--- src/rtl/tblsc_pkg.sv ---
// Shared types, constants and register codes for the tick button/LED/scan controller.
package tblsc_pkg;

  localparam int SCAN_CHANNELS = 8;
  localparam int SCAN_CH_W     = (SCAN_CHANNELS > 1) ? $clog2(SCAN_CHANNELS) : 1;
  localparam int CH_EXT_W      = (SCAN_CH_W > 3) ? SCAN_CH_W : 3;

  localparam int CFG_INDEX_W = 3;
  localparam int CFG_DATA_W  = 18;

  localparam logic [15:0] LED_HOLDOFF_RESET  = 16'd18000;
  localparam logic [15:0] TEST_HOLDOFF_RESET = 16'd20000;
  localparam logic [16:0] BLINK_LIMIT_RESET  = 17'd55000;
  localparam logic [17:0] BATTERY_TMO_RESET  = 18'd144000;
  localparam logic [2:0]  PRESSES_RESET      = 3'd2;
  localparam logic [2:0]  TALLY_MAX          = 3'd7;
  localparam logic [31:0] OVERRUN_MAX        = 32'hFFFF_FFFF;
  localparam logic [SCAN_CH_W-1:0] SCAN_LAST = SCAN_CH_W'(SCAN_CHANNELS - 1);

  typedef enum logic [CFG_INDEX_W-1:0] {
    CFG_LED_HOLDOFF  = 3'd0,
    CFG_TEST_HOLDOFF = 3'd1,
    CFG_BLINK_LIMIT  = 3'd2,
    CFG_BATTERY_TMO  = 3'd3,
    CFG_PRESSES      = 3'd4
  } cfg_idx_t;

  typedef struct packed {
    logic [15:0] led_holdoff_ticks;
    logic [15:0] test_holdoff_ticks;
    logic [16:0] blink_limit;
    logic [17:0] battery_timeout_ticks;
    logic [2:0]  presses_to_toggle;
  } cfg_t;

  typedef struct packed {
    logic led_button_event;
    logic test_button_event;
    logic scan_enable;
    logic single_mode;
    logic system_ready;
    logic battery_check_start;
    logic sample_done;
  } tick_t;

  typedef struct packed {
    logic        green_led;
    logic        yellow_led;
    logic        red_led_off;
    logic        usb_mode;
    logic        led_irq_reenable;
    logic        test_irq_reenable;
    logic        convert_start;
    logic [2:0]  convert_channel;
    logic        scan_cycle_begin;
    logic [31:0] overrun_count;
  } result_t;

endpackage

--- src/rtl/tblsc_cfg_regs.sv ---
// Configuration register file written through the valid/ready write channel.
module tblsc_cfg_regs (
  input  logic                             clk,
  input  logic                             rst,
  input  logic                             cfg_valid,
  output logic                             cfg_ready,
  input  logic [tblsc_pkg::CFG_INDEX_W-1:0] cfg_index,
  input  logic [tblsc_pkg::CFG_DATA_W-1:0]  cfg_data,
  output tblsc_pkg::cfg_t                  cfg
);
  import tblsc_pkg::*;

  assign cfg_ready = 1'b1;

  always_ff @(posedge clk) begin
    if (rst) begin
      cfg.led_holdoff_ticks     <= LED_HOLDOFF_RESET;
      cfg.test_holdoff_ticks    <= TEST_HOLDOFF_RESET;
      cfg.blink_limit           <= BLINK_LIMIT_RESET;
      cfg.battery_timeout_ticks <= BATTERY_TMO_RESET;
      cfg.presses_to_toggle     <= PRESSES_RESET;
    end else if (cfg_valid && cfg_ready) begin
      case (cfg_index)
        CFG_LED_HOLDOFF:  cfg.led_holdoff_ticks     <= cfg_data[15:0];
        CFG_TEST_HOLDOFF: cfg.test_holdoff_ticks    <= cfg_data[15:0];
        CFG_BLINK_LIMIT:  cfg.blink_limit           <= cfg_data[16:0];
        CFG_BATTERY_TMO:  cfg.battery_timeout_ticks <= cfg_data[17:0];
        CFG_PRESSES:      cfg.presses_to_toggle     <= cfg_data[2:0];
        default: ;
      endcase
    end
  end

endmodule

--- src/rtl/tblsc_tick_core.sv ---
// Controller state registers and the single-pass update for one tick.
module tblsc_tick_core (
  input  logic               clk,
  input  logic               rst,
  input  logic               advance,
  input  tblsc_pkg::tick_t   tick,
  input  tblsc_pkg::cfg_t    cfg,
  output tblsc_pkg::result_t result
);
  import tblsc_pkg::*;

  logic                 led_holdoff_active, led_holdoff_active_next;
  logic [15:0]          led_holdoff_count, led_holdoff_count_next;
  logic                 led_press_pending, led_press_pending_next;
  logic                 test_holdoff_active, test_holdoff_active_next;
  logic [15:0]          test_holdoff_count, test_holdoff_count_next;
  logic [2:0]           press_tally, press_tally_next;
  logic [16:0]          blink_count, blink_count_next;
  logic                 blink_enabled, blink_enabled_next;
  logic                 green_state, green_state_next;
  logic                 yellow_state, yellow_state_next;
  logic                 battery_active, battery_active_next;
  logic [17:0]          battery_count, battery_count_next;
  logic                 mode_usb, mode_usb_next;
  logic [SCAN_CH_W-1:0] scan_channel, scan_channel_next;
  logic                 sample_taken, sample_taken_next;
  logic [31:0]          overrun_total, overrun_total_next;
  logic [CH_EXT_W-1:0]  ch_ext;

  always_comb begin
    led_holdoff_active_next  = led_holdoff_active  | tick.led_button_event;
    led_press_pending_next   = led_press_pending   | tick.led_button_event;
    test_holdoff_active_next = test_holdoff_active | tick.test_button_event;
    battery_active_next      = battery_active      | tick.battery_check_start;
    sample_taken_next        = sample_taken        | tick.sample_done;
    led_holdoff_count_next   = led_holdoff_count;
    test_holdoff_count_next  = test_holdoff_count;
    press_tally_next         = press_tally;
    blink_count_next         = blink_count;
    blink_enabled_next       = blink_enabled;
    green_state_next         = green_state;
    yellow_state_next        = yellow_state;
    battery_count_next       = battery_count;
    mode_usb_next            = mode_usb;
    scan_channel_next        = scan_channel;
    overrun_total_next       = overrun_total;
    result                   = '0;

    if (led_holdoff_active_next) led_holdoff_count_next = led_holdoff_count + 16'd1;
    if (led_holdoff_count_next >= cfg.led_holdoff_ticks) begin
      result.led_irq_reenable = 1'b1;
      led_holdoff_count_next  = '0;
      led_holdoff_active_next = 1'b0;
    end

    if (test_holdoff_active_next) test_holdoff_count_next = test_holdoff_count + 16'd1;
    if (test_holdoff_count_next >= cfg.test_holdoff_ticks) begin
      result.test_irq_reenable = 1'b1;
      test_holdoff_count_next  = '0;
      test_holdoff_active_next = 1'b0;
    end

    if (led_press_pending_next && !led_holdoff_active_next) begin
      if (press_tally != TALLY_MAX) press_tally_next = press_tally + 3'd1;
      led_press_pending_next = 1'b0;
    end

    if (tick.system_ready && blink_enabled) begin
      if (blink_count >= cfg.blink_limit) begin
        green_state_next = ~green_state;
        blink_count_next = '0;
      end else begin
        blink_count_next = blink_count + 17'd1;
      end
    end

    if (battery_active_next) battery_count_next = battery_count + 18'd1;
    if (battery_count_next >= cfg.battery_timeout_ticks) begin
      result.red_led_off  = 1'b1;
      battery_active_next = 1'b0;
      press_tally_next    = '0;
      battery_count_next  = '0;
    end

    if (press_tally_next >= cfg.presses_to_toggle) begin
      mode_usb_next      = ~mode_usb;
      press_tally_next   = '0;
      result.red_led_off = 1'b1;
      yellow_state_next  = ~mode_usb;
      green_state_next   = ~mode_usb;
      blink_enabled_next = mode_usb;
    end

    if (tick.single_mode && sample_taken_next) begin
      result.convert_start = 1'b1;
      sample_taken_next    = 1'b0;
    end

    ch_ext = '0;
    if (tick.scan_enable) begin
      if (!sample_taken_next) begin
        if (overrun_total != OVERRUN_MAX) overrun_total_next = overrun_total + 32'd1;
      end else begin
        scan_channel_next       = (scan_channel == SCAN_LAST) ? '0 : scan_channel + 1'b1;
        result.convert_start    = 1'b1;
        ch_ext                  = CH_EXT_W'(scan_channel_next);
        result.scan_cycle_begin = (scan_channel_next == '0);
        sample_taken_next       = 1'b0;
      end
    end

    result.convert_channel = ch_ext[2:0];
    result.green_led       = green_state_next;
    result.yellow_led      = yellow_state_next;
    result.usb_mode        = mode_usb_next;
    result.overrun_count   = overrun_total_next;
  end

  always_ff @(posedge clk) begin
    if (rst) begin
      led_holdoff_active  <= 1'b0;
      led_holdoff_count   <= '0;
      led_press_pending   <= 1'b0;
      test_holdoff_active <= 1'b0;
      test_holdoff_count  <= '0;
      press_tally         <= '0;
      blink_count         <= '0;
      blink_enabled       <= 1'b1;
      green_state         <= 1'b0;
      yellow_state        <= 1'b0;
      battery_active      <= 1'b0;
      battery_count       <= '0;
      mode_usb            <= 1'b0;
      scan_channel        <= SCAN_LAST;
      sample_taken        <= 1'b1;
      overrun_total       <= '0;
    end else if (advance) begin
      led_holdoff_active  <= led_holdoff_active_next;
      led_holdoff_count   <= led_holdoff_count_next;
      led_press_pending   <= led_press_pending_next;
      test_holdoff_active <= test_holdoff_active_next;
      test_holdoff_count  <= test_holdoff_count_next;
      press_tally         <= press_tally_next;
      blink_count         <= blink_count_next;
      blink_enabled       <= blink_enabled_next;
      green_state         <= green_state_next;
      yellow_state        <= yellow_state_next;
      battery_active      <= battery_active_next;
      battery_count       <= battery_count_next;
      mode_usb            <= mode_usb_next;
      scan_channel        <= scan_channel_next;
      sample_taken        <= sample_taken_next;
      overrun_total       <= overrun_total_next;
    end
  end

endmodule

--- src/rtl/tick_button_led_scan_controller.sv ---
// Tick-driven button, LED and converter-scan controller, top level.
//
// One timer tick is taken per clock cycle while in_stall is low. A tick is
// captured in an input register, updated against the controller state in a
// single pass of counter/compare logic, and the result lands in an output
// register. The output register holds its result while the consumer stalls;
// the input register keeps taking ticks until both stages are full.
// Configuration writes complete in the cycle they are presented and apply to
// ticks processed afterwards.
module tick_button_led_scan_controller (
  input  logic                              clk,
  input  logic                              rst,
  input  logic                              in_valid,
  output logic                              in_stall,
  input  logic                              led_button_event,
  input  logic                              test_button_event,
  input  logic                              scan_enable,
  input  logic                              single_mode,
  input  logic                              system_ready,
  input  logic                              battery_check_start,
  input  logic                              sample_done,
  output logic                              out_valid,
  input  logic                              out_stall,
  output logic                              green_led,
  output logic                              yellow_led,
  output logic                              red_led_off,
  output logic                              usb_mode,
  output logic                              led_irq_reenable,
  output logic                              test_irq_reenable,
  output logic                              convert_start,
  output logic [2:0]                        convert_channel,
  output logic                              scan_cycle_begin,
  output logic [31:0]                       overrun_count,
  input  logic                              cfg_valid,
  output logic                              cfg_ready,
  input  logic [tblsc_pkg::CFG_INDEX_W-1:0] cfg_index,
  input  logic [tblsc_pkg::CFG_DATA_W-1:0]  cfg_data
);
  import tblsc_pkg::*;

  cfg_t    cfg;
  tick_t   tick_reg;
  logic    tick_valid;
  logic    advance;
  result_t result;
  result_t result_reg;

  assign advance  = tick_valid && (!out_valid || !out_stall);
  assign in_stall = tick_valid && !advance;

  tblsc_cfg_regs u_cfg (
    .clk       (clk),
    .rst       (rst),
    .cfg_valid (cfg_valid),
    .cfg_ready (cfg_ready),
    .cfg_index (cfg_index),
    .cfg_data  (cfg_data),
    .cfg       (cfg)
  );

  tblsc_tick_core u_core (
    .clk     (clk),
    .rst     (rst),
    .advance (advance),
    .tick    (tick_reg),
    .cfg     (cfg),
    .result  (result)
  );

  always_ff @(posedge clk) begin
    if (rst) begin
      tick_valid <= 1'b0;
    end else if (!in_stall) begin
      tick_valid <= in_valid;
    end
  end

  always_ff @(posedge clk) begin
    if (in_valid && !in_stall) begin
      tick_reg.led_button_event    <= led_button_event;
      tick_reg.test_button_event   <= test_button_event;
      tick_reg.scan_enable         <= scan_enable;
      tick_reg.single_mode         <= single_mode;
      tick_reg.system_ready        <= system_ready;
      tick_reg.battery_check_start <= battery_check_start;
      tick_reg.sample_done         <= sample_done;
    end
  end

  always_ff @(posedge clk) begin
    if (rst) begin
      out_valid <= 1'b0;
    end else if (!out_valid || !out_stall) begin
      out_valid <= tick_valid;
    end
  end

  always_ff @(posedge clk) begin
    if (advance) begin
      result_reg <= result;
    end
  end

  assign green_led         = result_reg.green_led;
  assign yellow_led        = result_reg.yellow_led;
  assign red_led_off       = result_reg.red_led_off;
  assign usb_mode          = result_reg.usb_mode;
  assign led_irq_reenable  = result_reg.led_irq_reenable;
  assign test_irq_reenable = result_reg.test_irq_reenable;
  assign convert_start     = result_reg.convert_start;
  assign convert_channel   = result_reg.convert_channel;
  assign scan_cycle_begin  = result_reg.scan_cycle_begin;
  assign overrun_count     = result_reg.overrun_count;

endmodule
--- config.mk ---
export PLATFORM = sky130hd
export DESIGN_NAME = tick_button_led_scan_controller
export DESIGN_NICKNAME = d
export VERILOG_FILES = /design/src/rtl/tblsc_pkg.sv /design/src/rtl/tblsc_cfg_regs.sv /design/src/rtl/tblsc_tick_core.sv /design/src/rtl/tick_button_led_scan_controller.sv
export SDC_FILE = /design/constraint.sdc
export NUM_CORES = 1
export LEC_CHECK = 0
export ABC_AREA = 1
export BUFFER_PORTS_ARGS = -buffer_cell sky130_fd_sc_hd__buf_2
export CAP_MARGIN = 30
export CORE_MARGIN = 8
export CORE_UTILIZATION = 45
export DETAILED_ROUTE_END_ITERATION = 7
export GPL_TIMING_DRIVEN = 0
export MAX_ROUTING_LAYER = met4
export SYNTH_ARGS = -nofsm -noshare
export SYNTH_HDL_FRONTEND = slang
export SYNTH_SLANG_ARGS = --single-unit
--- constraint.sdc ---
create_clock -name clk -period 10.01 [get_ports clk]
set_clock_uncertainty 0.15 [all_clocks]
set_input_delay 1.001 -clock clk [delete_from_list [all_inputs] [get_ports clk]]
set_output_delay 1.001 -clock clk [all_outputs]
set_load 0.02 [all_outputs]
Word-level counts from Yosys, hierarchy flattened
Index checks and enable logic that the tools add are counted.

storage, ports and cells
  register bits after elaboration = 236
  input bits = 33
  output and inout bits = 46
  logic and storage cells = 121

cells by class
  $add $sub $neg = 7
  order comparisons = 5
  equality and inequality tests = 7
  multiplexer cells = 32
  bitwise gates (word level) = 7
  reductions and logical operators = 23

operators with widths
  cell                   count
  $mux 32                3
  $mux 16                4
  $mux 18                2
  $add 16x1->16 const B  2
  $add 32x1->32 const B  1
  $ge 16x16->1           2
  $ne 32x32->1 const B   1
  $add 18x1->18 const B  1
  $ge 18x18->1           1
  $add 17x1->17 const B  1
  $ge 17x17->1           1
  $mux 1                 17
  $mux 17                1
  $reduce_and 2->1       8
  $mux 3                 5
  $add 3x1->3 const B    2
  $eq 3x2->1 const B     2
  $eq 3x3->1 const B     2
  $logic_and 1x1->1      6
  $logic_not 3->1        2
  $logic_not 1->1        5
  $or 1x1->1             5
  $eq 3x1->1 const B     1
  $ge 3x3->1             1
  4 further kinds        5

Logic depth before layout (Yosys ltp)
Gate-level depths: netlist (run 1).

  depth after elaboration = 10
  gate-level depth with buffers = 27
  gate-level depth less buffers = 27

By module
A second synthesis (run 1) with hierarchy kept.

unflattened totals
  cell total of the unflattened synthesis = 1865
  area total of the unflattened synthesis = 13310.3 sq um

by module, submodules not included
  module                           times used  cells an instance  area each (sq um)  sequential area each (sq um)
  tblsc_tick_core                  1           1416               8948.6             2282.2
  tblsc_cfg_regs                   1           387                2768.9             1401.3
  tick_button_led_scan_controller  1           62                 1592.8             1541.5

Worst setup path after synthesis (run 1)
Ideal clock, no wire load.

  kind = reg-to-reg
  start = register u_core.battery_count[0]
  end = register result_reg, in the netlist yellow_led, data pin
  setup time = 0.263 ns
  arrival time = 3.339 ns
  required time = 9.597 ns
  path slack = 6.259 ns
  cell stages (with the launch flop) = 22
  path buffers = 0
  period minus slack after synthesis = 3.751 ns
  cells stage by stage = dfxtp_1 > ha_1 > nand2_1 > nor3_1 > nand3_1 > nor2_1 > xor2_1 > a21oi_1 > ha_1 > nand2_1 > nor2_1 > nor3b_1 > nand3_1 > nand4_1 > a21oi_1 > ha_1 > a21oi_1 > o21ai_0 > a31oi_1 > inv_1 > nand2_1 > o21ai_0

RTL lines
  element                 line                                    source
  from (decl)             tblsc_tick_core.sv:23                   logic [17:0] battery_count, battery_count_next;
  from (signal assigned)  tblsc_tick_core.sv:149                  battery_count <= battery_count_next;
  to (signal assigned)    tick_button_led_scan_controller.sv:100  result_reg <= result;
  to (decl)               tick_button_led_scan_controller.sv:46   result_t result_reg;

==> flow_summary.ini, run 1 <==
[run_status]
status = finished clean

[global_routing]
grt_use_met1_pct = 28.3
grt_pass1_vias = 10600
grt_pass1_wl_um = 56200
grt_max_degree = 43
gr-usage-all-layers_pct = 21.2
overflow = 0
antenna_found_initial = 0
busiest_layer = met2
grt_util_met3_pct = 2.66
gr-usage-met2_pct = 32.6

[synthesis]
synth_top_cell_by_area = dfxtp_1
synth_ff_type = dfxtp_1
postSynthCellCount = 1733
synth_top_area_share_pct = 29.1
yosys_warnings = 0
syn_nets = 1845
syn_area_per_cell_um2 = 7.39
yosysSeqAreaShare_pct = 40.8
synth.area.top_cells = dfxtp_1 (29%), edfxtp_1 (12%), nand2_1 (11%)
synth_cell_types = 48
async_reset_ff_share_pct = 0
syn_area_um2 = 12800
synth_edf_count = 50
ys_ff_latch = 236

[power_and_ir_drop]
p_leak_uw = 0.00663
peakVddDrop_uv = 121
powerDensity_nw_per_um2 = 157

[sta]
relSlewSlack_pct = 46.6
min_period_ps = 4730
rsz0062_at_grt = false
worst_slew_pin_slew_ps = 801
drv_slew = 0
period_share_pct = 47.3
worst_hold_slack_ps = 303
final_hold_viol_count = 0
setup_tns_ps = 0
fmax_ghz = 0.211
finalSetupViolations = 0

[route]
vias_per_cell = 5.07
antenna_left = 0
drt_iter0_markers = 640
drc = 0
wirelength_um = 35200
avgRoutedWirePerCell_um = 15.7
vias = 11300
firstDrtPassIters = 4

[hold_path]
whs_endpoint = u_core.yellow_state
min_path_cells = 2
hold_class = register to register
min_from = u_core.yellow_state

[setup_path]
r2r_setup_slack_ps = 5280
cp_max_fo = 5
crit_path_end_kind = register
worstSetupStartpointType = register
arrival_ps = 4860
r2r-start = u_core.led_holdoff_count[0]
critPathKind = register to register
r2r.worst_path.cells = 19
crit_required_ps = 10130
reg2reg_to = yellow_led

[clock_tree]
clock_latency_ps = 530
cts.path.max_buffers = 3
cts_max_level = 1
path_clk_slew_ps = 60
root_buffer = clkbuf_16
clock-sinks = 236
cts_tree = done
cts-resized-gates = 0
cts_buffers = 27
postCtsHoldBufs = 0
post_cts_buffers = 0

[placement]
dpl.hpwl_um = 27000
gp_congestion = 0.950
portBuffers = 76

[finish]
fin_nets = 1951
area_growth_pct = 13.9
n_antenna_cell = 0
largest_register_ffs = 70
largest-register = u_cfg.cfg
layout-drive-gt1-share_pct = 8.99

[die]
core-area_um2 = 27900
dieArea_um2 = 34100
ios = 79
die_h_um = 185
start_util_pct = 45.9
rows = 61
die_w_um = 185

[flow_run]
maxCapViolations = 0
-- layout by cell type, fill, tap and decap left out, types with 4 or more instances in the layout --
cell,Yosys,routed
o21ai_1,13,13
a22oi_1,18,18
inv_1,253,253
buf_2,4,81
nand3_1,78,78
nor2_2,15,15
nand2_2,6,6
clkbuf_1,46,48
clkbuf_16,0,30
ha_1,79,79
a21oi_1,149,149
or2_2,4,4
nand3b_1,5,5
inv_2,5,5
nor2_1,171,171
edfxtp_1,50,50
o211ai_1,26,26
nor3_1,27,27
xor2_1,51,51
o21ai_0,93,93
nor3b_1,5,5
nand2_1,367,367
clkinv_2,0,6
nand4_1,28,28
dfxtp_1,186,186
xnor2_1,14,14
buf_1,5,4
clkbuf_8,0,5
-- critical path, cell delays in order, from the launching register on --
cell and delay (ps):
dfxtp_1 380, ha_1 190, nand3_1 130, nor4_1 360, nand2_1 180, nor3b_1 290
xor2_1 300, ha_1 310, nand4_1 110, a21oi_1 60, nor2_1 120, nand3_1 200
nand3_1 170, a21oi_1 80, ha_1 310, a21oi_1 120, o21ai_0 90, a31oi_1 330
inv_1 160, o21ai_0 430
-- synth_stat cells, types with 26 or more instances --
cell	instances
a21oi_1	149
clkbuf_1	46
dfxtp_1	186
edfxtp_1	50
ha_1	79
inv_1	253
nand2_1	367
nand3_1	78
nand4_1	28
nor2_1	171
nor3_1	27
o211ai_1	26
o21ai_0	93
xor2_1	51
-- where the power goes --
part           leakage, µW  total [µW]  switching, µW  internal (µW)
registers          0.00199        1040           28.0           1020
logic              0.00418         253            178           74.9
clock network     0.000459         998            396            602
total              0.00663        2300            602           1690
-- per-stage QoR --
step	cells	setup WS (ps)	total power (µW)	utilization (%)	instance area, µm²
2_1_floorplan	1733	6260	1220	-	12800
3_3_place_gp	2187	4990	1310	48.9	13700
3_5_place_dp	2188	5320	1320	49.0	13700
4_1_cts	2235	5300	2320	52.3	14600
5_1_grt	2235	4830	2400	52.3	14600
6_report	2235	5280	2300	52.3	14600
-- how the worst max path moves through the flow --
stage                               endpoint                   startpoint  slack [ps]  cells after the start
after global routing              yellow_led      u_core.battery_count[0]        4830                     21
after detailed placement          yellow_led  u_core.led_holdoff_count[1]        5320                     20
after global placement    convert_channel[1]                    out_stall        4990                      6
final                             yellow_led  u_core.led_holdoff_count[0]        5280                     19
after CTS                         yellow_led  u_core.led_holdoff_count[1]        5300                     20
after floorplan                   yellow_led      u_core.battery_count[0]        6260                     21
-- kinds of logic after synthesis --
| group | after synthesis | synth area share [%] |
|---|---|---|
| AOI/OAI and AO/OA | 314 | 13.4 |
| xor gates and xnor gates | 66 | 4.57 |
| adders and majority gates | 79 | 7.71 |
| buffers and inverters | 317 | 9.51 |
| DFF | 236 | 40.8 |
| muxes | 1 | 0.0781 |
| other | 1 | 0.0293 |
| and+or+nand+nor | 719 | 23.9 |
-- metal layers --
metal	part of all wire, %	wire length (µm)	vias up
li1	-	-	5847
met1	48	16900	5142
met2	43	15300	276
met3	4.9	1740	69
met4	3.7	1300	0
met5	0	0	-
-- cell type report --
cell class              count  area, µm²
plain buffers              58        248
clock buffers              37        827
clock inverters            10       83.8
fillers                  2801      13300
inverters                 259        972
multi-input cells        1180       6370
flip-flops and latches    236       5230
well taps                 378        473
repair buffers             77        400
(Power assumes the default switching activity.)
==> run 2, diff against run 1 <==
==> constraint.sdc (replaced) <==
create_clock -name clk -period 4.9 [get_ports clk]
set_clock_uncertainty 0.15 [all_clocks]
set_input_delay 0.49 -clock clk [delete_from_list [all_inputs] [get_ports clk]]
set_output_delay 0.49 -clock clk [all_outputs]
set_load 0.02 [all_outputs]
==> flow_summary.ini, run 2 (synthesized netlist as in run 1, its figures left out) <==
[setup_path]
critPathKind = register to register
cp_max_fo = 7
worstSetupStartpointType = register
crit_path_end_kind = register
r2r-start = tick_reg[6]
arrival_ps = 4770
r2r_setup_slack_ps = 250
crit_required_ps = 5020
reg2reg_to = yellow_led
r2r.worst_path.cells = 20

[hold_path]
hold_class = primary input to register
min_path_cells = 3
whs_endpoint = u_cfg.cfg[20]
min_from = cfg_data[17]

[placement]
portBuffers = 76
gp_congestion = 0.950
dpl.hpwl_um = 27000

[route]
drt_iter0_markers = 704
antenna_left = 0
avgRoutedWirePerCell_um = 15.8
vias = 11400
vias_per_cell = 5.08
wirelength_um = 35400
drc = 0
firstDrtPassIters = 5

[clock_tree]
root_buffer = clkbuf_16
path_clk_slew_ps = 60
cts.path.max_buffers = 3
clock-sinks = 236
cts_tree = done
cts_buffers = 27
clock_latency_ps = 530
cts_max_level = 1

[finish]
fillers = 2786
area_growth_pct = 14.7
layout-drive-gt1-share_pct = 9.17
final_common_cell = nand2_1
most-common-layout-cells = nand2_1 (367), inv_1 (253), dfxtp_1 (186)
n_antenna_cell = 0
fin_nets = 1959
largest-register = u_cfg.cfg
largest_register_ffs = 70

[global_routing]
grt_pass1_wl_um = 56300
grt_pass1_vias = 10600
grt_max_degree = 43
gr-usage-all-layers_pct = 21.2
antenna_found_initial = 0
overflow = 0

[die]
ios = 79
die_w_um = 185
core-area_um2 = 27900
rows = 61
die_h_um = 185
dieArea_um2 = 34100
start_util_pct = 45.9

[power_and_ir_drop]
powerDensity_nw_per_um2 = 320
peakVddDrop_uv = 247
p_total_uw = 4700
p_leak_uw = 0.00667

[sta]
fmax_ghz = 0.215
finalSetupViolations = 0
relSlewSlack_pct = 45.9
worst_slew_pin_slew_ps = 811
period_share_pct = 94.9
setup_tns_ps = 0
final_hold_viol_count = 0
drv_slew = 0
min_period_ps = 4650

[flow_run]
maxCapViolations = 0

[run_status]
status = finished clean
[run 2: changes by cell type in the layout (fill, tap and decap cells not counted), sizes merged]
| cell | before | now |
|---|---|---|
| buf | 89 | 90 |
| dlygate4sd3 | 0 | 7 |
[run 2: worst max path at each step]
stage | start | endpoint | slack [ps] | depth (start not counted)
floorplan | u_core.battery_count[0] | yellow_led | 1150 | 21
global placement | u_core.led_holdoff_count[0] | yellow_led | 200 | 20
detailed placement | u_core.led_holdoff_count[1] | yellow_led | 210 | 20
CTS | u_core.led_holdoff_count[1] | yellow_led | 190 | 20
global route | u_core.battery_count[0] | yellow_led | -60 | 21
finish | tick_reg[6] | yellow_led | 250 | 20
[run 2: area by class of cell]
type                    instances  area, µm²  area share [%]
clock buffers                  37        827            5.63
inverters                     259        972            6.62
flip-flops and latches        236       5230            35.6
plain buffers                  58        248            1.69
multi-input cells            1180       6390            43.5
well taps                     378        473            3.22
repair buffers                 85        478            3.25
clock inverters                10       83.8           0.571
[run 2: metrics by stage]
stage / cell area [µm²] / hold slack, ps / util, % / std cells / worst slack (ps)
5_1_grt: 14700 / 40.4 / 52.6 / 2243 / -56.4
6_report: 14700 / 51.7 / 52.6 / 2243 / 251
4_1_cts: 14700 / 1.03 / 52.5 / 2241 / 192
3_3_place_gp: 13700 / 285 / 48.9 / 2187 / 196
2_1_floorplan: 12800 / 274 / - / 1733 / 1150
3_5_place_dp: 13700 / 294 / 49.0 / 2188 / 209
[run 2: critical path, stage by stage (launching register included)]
cell and delay (ps):
edfxtp_1 390, nor2_1 560, nor2_1 80, nand2_1 130
nor2_1 70, nand3_1 150, nor3_2 80, xor2_1 240
ha_1 300, a21oi_1 150, o21ai_0 90, nor2_1 130
nand3_1 210, nand3_1 170, a21oi_1 80, ha_1 320
a21oi_1 120, o21ai_0 100, a31oi_2 250, inv_1 140
o21ai_0 450
[run 2: where the power goes]
part | internal [µW] | switching (µW)
Sequential | 2080 | 57.1
Clock | 1230 | 809
Combinational | 159 | 366
[run 2: metal layers]
metal,part of all wire (%),track usage (%),vias up
met5,0,-,-
met4,3.8,7.55,0
met3,4.8,2.64,70
met2,43,32.7,275
met1,48,28.4,5178
li1,-,-,5861
[run 2: timing repair]
action	4_1_cts	5_1_grt
hold buffers	6	1
setup endpoints to repair	0	9
endpoints found under the hold margin	6	1
setup buffers	0	1
resized for setup	0	3
